<file path="src/rtl/core/bhq_pkg.sv">
// Shared command and status types of the heap queue.
`timescale 1ns / 1ps
package bhq_pkg;
	typedef struct packed {
		logic accept;
		logic set_err;
		logic ins_init;
		logic pop_init;
		logic rd_last;
		logic rd_parent;
		logic rd_left;
		logic rd_right;
		logic wr_cur;
		logic wr_parent;
		logic wr_child;
		logic up_move;
		logic take_left;
		logic take_right;
		logic dn_move;
	} cmd_t;

	typedef struct packed {
		logic is_pop;
		logic empty;
		logic full;
		logic at_root;
		logic leaf;
		logic has_right;
		logic parent_less;
		logic right_more;
		logic cur_greater;
	} status_t;
endpackage

</file>
<file path="src/rtl/core/bhq_ctrl.sv">
// Sequencer for the heap queue sift walks.
`timescale 1ns / 1ps
module bhq_ctrl (
	input  logic             clk,
	input  logic             arst_n,
	input  logic             start,
	input  bhq_pkg::status_t st,
	output bhq_pkg::cmd_t    cmd,
	output logic             busy,
	output logic             done
);
	localparam logic [3:0] S_IDLE    = 4'd0;
	localparam logic [3:0] S_CHECK   = 4'd1;
	localparam logic [3:0] S_UP_TEST = 4'd2;
	localparam logic [3:0] S_UP_CMP  = 4'd3;
	localparam logic [3:0] S_POP_LST = 4'd4;
	localparam logic [3:0] S_DN_TEST = 4'd5;
	localparam logic [3:0] S_DN_L    = 4'd6;
	localparam logic [3:0] S_DN_R    = 4'd7;
	localparam logic [3:0] S_DN_CMP  = 4'd8;
	localparam logic [3:0] S_FINISH  = 4'd9;

	logic [3:0] state_q, state_d;

	always_ff @(posedge clk or negedge arst_n) begin
		if (!arst_n) state_q <= S_IDLE;
		else state_q <= state_d;
	end

	always_comb begin
		cmd = '0;
		state_d = state_q;
		case (state_q)
			S_IDLE: begin
				if (start) begin
					cmd.accept = 1'b1;
					state_d = S_CHECK;
				end
			end
			S_CHECK: begin
				if (st.is_pop) begin
					if (st.empty) begin
						cmd.set_err = 1'b1;
						state_d = S_FINISH;
					end else begin
						cmd.rd_last = 1'b1;
						state_d = S_POP_LST;
					end
				end else if (st.full) begin
					cmd.set_err = 1'b1;
					state_d = S_FINISH;
				end else begin
					cmd.ins_init = 1'b1;
					state_d = S_UP_TEST;
				end
			end
			S_UP_TEST: begin
				if (st.at_root) begin
					cmd.wr_cur = 1'b1;
					state_d = S_FINISH;
				end else begin
					cmd.rd_parent = 1'b1;
					state_d = S_UP_CMP;
				end
			end
			S_UP_CMP: begin
				if (st.parent_less) begin
					cmd.wr_parent = 1'b1;
					cmd.up_move = 1'b1;
					state_d = S_UP_TEST;
				end else begin
					cmd.wr_cur = 1'b1;
					state_d = S_FINISH;
				end
			end
			S_POP_LST: begin
				cmd.pop_init = 1'b1;
				state_d = S_DN_TEST;
			end
			S_DN_TEST: begin
				if (st.empty) begin
					state_d = S_FINISH;
				end else if (st.leaf) begin
					cmd.wr_cur = 1'b1;
					state_d = S_FINISH;
				end else begin
					cmd.rd_left = 1'b1;
					state_d = S_DN_L;
				end
			end
			S_DN_L: begin
				cmd.take_left = 1'b1;
				if (st.has_right) begin
					cmd.rd_right = 1'b1;
					state_d = S_DN_R;
				end else begin
					state_d = S_DN_CMP;
				end
			end
			S_DN_R: begin
				cmd.take_right = st.right_more;
				state_d = S_DN_CMP;
			end
			S_DN_CMP: begin
				if (st.cur_greater) begin
					cmd.wr_cur = 1'b1;
					state_d = S_FINISH;
				end else begin
					cmd.wr_child = 1'b1;
					cmd.dn_move = 1'b1;
					state_d = S_DN_TEST;
				end
			end
			S_FINISH: state_d = S_IDLE;
			default: state_d = S_IDLE;
		endcase
	end

	assign busy = (state_q != S_IDLE);
	assign done = (state_q == S_FINISH);
endmodule

</file>
<file path="config.mk">
export PLATFORM = sky130hd
export DESIGN_NAME = bhq_ctrl
export DESIGN_NICKNAME = d
export VERILOG_FILES = /design/src/rtl/core/bhq_pkg.sv /design/src/rtl/core/bhq_ctrl.sv
export SDC_FILE = /design/constraint.sdc
export NUM_CORES = 1
export LEC_CHECK = 0
export BUFFER_PORTS_ARGS = -buffer_cell sky130_fd_sc_hd__buf_4
export CORE_MARGIN = 1
export CORE_UTILIZATION = 30
export DETAILED_ROUTE_END_ITERATION = 16
export PLACE_DENSITY = 0.66
export SYNTH_ARGS = -nofsm -noshare
export SYNTH_HDL_FRONTEND = slang
export SYNTH_SLANG_ARGS = --single-unit
</file>
<file path="constraint.sdc">
create_clock -name clk -period 3.3 [get_ports clk]
set_input_delay 0.825 -clock clk [delete_from_list [all_inputs] [get_ports clk]]
set_output_delay 0.825 -clock clk [all_outputs]
set_load 0.02 [all_outputs]
</file>
# ---- Word level (Yosys, flattened, before mapping)
# Cells that the tools add are included.
dict set report op_classes {
  eq_ne 10
  mux 42
  n_reduce_logical 2
}
# op count
set op_table {}
lappend op_table {{$mux W4} 10}
lappend op_table {{$pmux W4 S9} 1}
lappend op_table {{$mux W1} 29}
lappend op_table {{$eq A4 B3 Y1 const B} 4}
lappend op_table {{$eq A4 B2 Y1 const B} 2}
lappend op_table {{$eq A4 B4 Y1 const B} 2}
lappend op_table {{$eq A4 B1 Y1 const B} 1}
lappend op_table {{$logic_not A4 Y1} 1}
lappend op_table {{$pmux W1 S4} 1}
lappend op_table {{$reduce_bool A4 Y1} 1}
lappend op_table {{$mux W2} 1}
lappend op_table {{$ne A2 B2 Y1 const B} 1}
dict set report word_totals {
  ff_bits 4
  inputBits 12
  output_inout_bits 17
  word_cells 55
}

# ---- Logic depth before layout (Yosys ltp)
dict set report logic_depth {
  word_depth 3
  mapped_depth 4
}

# ---- Worst setup path after synthesis
# OpenSTA, ideal clock, no wires.
dict set report synth_timing {
  path_type {reg2out}
  startpoint {register state_q[2]}
  endpoint {output port cmd[4] (netlist name)}
  arrival_time_ns 1.520
  slack_ns 0.955
  path_stages_with_launch 5
  path_cell_list {dfrtp_1 > buf_2 > nor4b_1 > nor2b_1 > buf_4}
}
# item line
set synth_rtl {}
lappend synth_rtl {{from (decl)} bhq_ctrl.sv:23} ;# logic [3:0] state_q, state_d;
lappend synth_rtl {{from (signal assigned)} bhq_ctrl.sv:27} ;# else state_q <= state_d;
lappend synth_rtl {{to (decl)} bhq_ctrl.sv:8} ;# output bhq_pkg::cmd_t cmd,

==> impl_metrics.py <==
metrics = {
    "clock_network": {
        "clk_latency_ns": 0.23,
        "clkTransAtPathRegs_ns": 0.04,
        "clock_tree.htree_level_count": 1,
        "cts_made_buffers": 3,
        "resized_gates_after_cts": 0,
        "cts_root_buffer": "clkbuf_4",
        "tritoncts_num_sinks": 4,
        "postCtsSetupBuffers": 0,
        "cts_hold_buf": 0,
        "tritoncts_clock_tree": "done",
        "cts.path.max_buffers": 2,
    },
    "synthesis": {
        "syn_avg_cell_area_sq_um": 7.97,
        "synth-edff-count": 0,
        "yosysUniqueCellTypes": 30,
        "most_frequent_cell_after_synthesis": "nor2_1",
        "post-synth-top-area-fraction_pct": 21.3,
        "synth_fp_nets": 71,
        "synthFlopType": "dfrtp_1",
        "async_flop_share_pct": 100,
        "synth.cell_area_sq_um": 470,
        "netlist_instances": 59,
        "synth_seq_cells": 4,
        "synth.cells.most_frequent": "10 x nor2_1, 4 x dfrtp_1, 4 x nand2_1, 4 x nor3_1",
        "synth-seq-area-share_pct": 21.3,
        "yosysWarningCount": 0,
        "synth_top_cells_by_area": "dfrtp_1 21%, nor2_1 8.0%, buf_4 4.8%, nand4bb_1 4.8%, mux2i_1 4.3%",
        "synth_largest_area_cell": "dfrtp_1",
    },
    "power": {
        "vdd_drop_max_v": 0.000328,
        "power.static_leakage_nw": 0.339,
        "power_density_mw_per_mm2": 750,
    },
    "global_route": {
        "grt_pass1_wl_microns": 2190,
        "gr-total-overflow": 0,
        "most_utilized_layer_in_the_global_route_result": "met2",
        "first_global_vias": 510,
        "globalRouteMet1Util_pct": 18.4,
        "grt.met3_usage_pct": 3.04,
        "grt_max_degree": 19,
        "met2_capacity_usage_during_global_routing_pct": 27.5,
        "global_route.usage.total_pct": 15.8,
        "antenna_found_initial": 0,
    },
    "timing": {
        "final.min_clock_period_ns": 2.62,
        "tightestPinTransition_ns": 0.467,
        "final-max-slew-violation-count": 0,
        "grt_setup_unrepaired": "no",
        "fmaxAchievable_mhz": 382,
        "skew_ns": 0.00241,
        "max-slew-margin-rel_pct": 68.8,
        "report.final.setup_viol": 0,
        "timing.setup.tns_ns": 0,
        "final_min_period_over_clock_period_pct": 79.4,
        "hold_viol_final": 0,
        "timing.hold.ws_ns": 0.382,
    },
    "critical_path": {
        "criticalPathCategory": "flip-flop to output port",
        "crit_path_end_kind": "output port",
        "timing.critical_path.from_type": "flip-flop",
        "crit_required_ns": 2.47,
        "timing.critical_path.fanout_max": 18,
        "timing.critical_path.arrival_ns": 1.80,
    },
    "cells_and_area": {
        "share_of_cells_above_drive_strength_1_pct": 41.7,
        "post-route-util_pct": 49.6,
        "multi_input_comb_area_sq_um": 330,
        "largest_register_ff_count": 4,
        "number_of_cells_in_the_finished_layout_apart_from_fillers": 99,
        "layout_top_registers": "state_q (4)",
        "syn2layout_area_growth_pct": 45.7,
        "filler_cell_count": 137,
        "antenna_cells_inserted": 0,
        "regArea_sq_um": 100,
        "net_total_in_the_final_layout": 98,
        "largest-register": "state_q",
    },
    "floorplanning": {
        "placement_rows": 13,
        "ioPinCount": 29,
        "design.core.area_sq_mm": 0.00138,
        "design.die.area_sq_mm": 0.00173,
        "start_util_pct": 34.0,
        "chipWidth_microns": 41.6,
        "die-height_microns": 41.6,
    },
    "placed_design": {
        "port_buffers": 28,
        "gpl.final_weighted_congestion": 0.758,
        "detailedPlacementHpwl_microns": 943,
        "inst_count_dp": 96,
    },
    "route": {
        "viasPerCell": 5.46,
        "route.final.wire_length_microns": 1210,
        "dr_total_vias": 541,
        "drt.antenna.violating_nets": 0,
        "post-route-drc-count": 0,
        "detailedRoute.firstIterationViolations": 13,
        "first_pass_iters": 4,
        "detail_route.wl_per_cell_microns": 12.2,
    },
    "min_path": {
        "hold_crit_class": "input port to asynchronous set/reset pin",
    },
    "job": {
        "max_cap_viol_count": 0,
    },
    "run_status": {
        "outcome": "finished clean",
    },
}
final timing paths:
kind                            start         end  slack (ns)  cells past startpoint
max                        state_q[0]     cmd[10]        0.68                      3
min                            arst_n  state_q[0]        0.38                      1
max reg2reg                state_q[0]  state_q[0]        1.68                      3
min reg2reg                state_q[3]  state_q[0]        0.81                      2
max in group asynchronous      arst_n  state_q[1]        2.82                      1
min in group clk           state_q[3]  state_q[0]        0.81                      2
cell families (layout without fill, tap and decap cells):
family	after synthesis	count (layout)	share of synthesized area [%]
and+or+nand+nor	39	39	52.9
buffers and inverters	7	32	8.51
muxes	2	2	4.26
AOI/OAI and AO/OA	7	7	13.0
DFF	4	4	21.3
where the power goes:
part / total (W) / switching [W] / internal (W)
Sequential: 0.000143 / 0.0000731 / 0.0000699
Combinational: 0.000314 / 0.000147 / 0.000167
Clock: 0.0000574 / 0.0000170 / 0.0000405
Total: 0.000515 / 0.000237 / 0.000277
layout by cell type (no fill, tap or decap), types with 3 or more instances in the layout:
cell type / netlist / final
dfrtp_1: 4 / 4
clkbuf_4: 0 / 3
buf_4: 3 / 28
nor3_1: 4 / 4
nor2b_1: 3 / 3
nand2b_1: 3 / 3
nor2_1: 10 / 10
nand2_1: 4 / 4
layer usage:
layer / wire (microns) / up-vias / share of wire, %
li1: - / 269 / -
met1: 502 / 241 / 41
met2: 604 / 31 / 50
met3: 106 / 0 / 8.7
met4: 0 / 0 / 0
met5: 0 / - / 0
area by class of cell:
cell class | instances | share of cell area (%)
Clock buffer | 3 | 3.28
Inverter | 1 | 0.547
Multi-Input combinational cell | 48 | 48.2
Sequential cell | 4 | 14.6
Tap cell | 15 | 2.74
Timing Repair Buffer | 28 | 30.7
stage by stage:
step / instance area (sq um) / worst slack [ns] / total power (W)
4_1_cts: 686 / 0.661 / 0.000523
5_1_grt: 686 / 0.536 / 0.000558
3_3_place_gp: 663 / 0.912 / 0.000458
6_report: 686 / 0.680 / 0.000515
3_5_place_dp: 663 / 0.928 / 0.000460
2_1_floorplan: 470 / 0.955 / 0.000364
critical path, stage by stage, from the launching register on:
cell and delay [ns]:
dfrtp_1 0.62, or4b_4 0.56, nor3b_1 0.21, buf_4 0.17
Power figures use the tool's default switching activity.
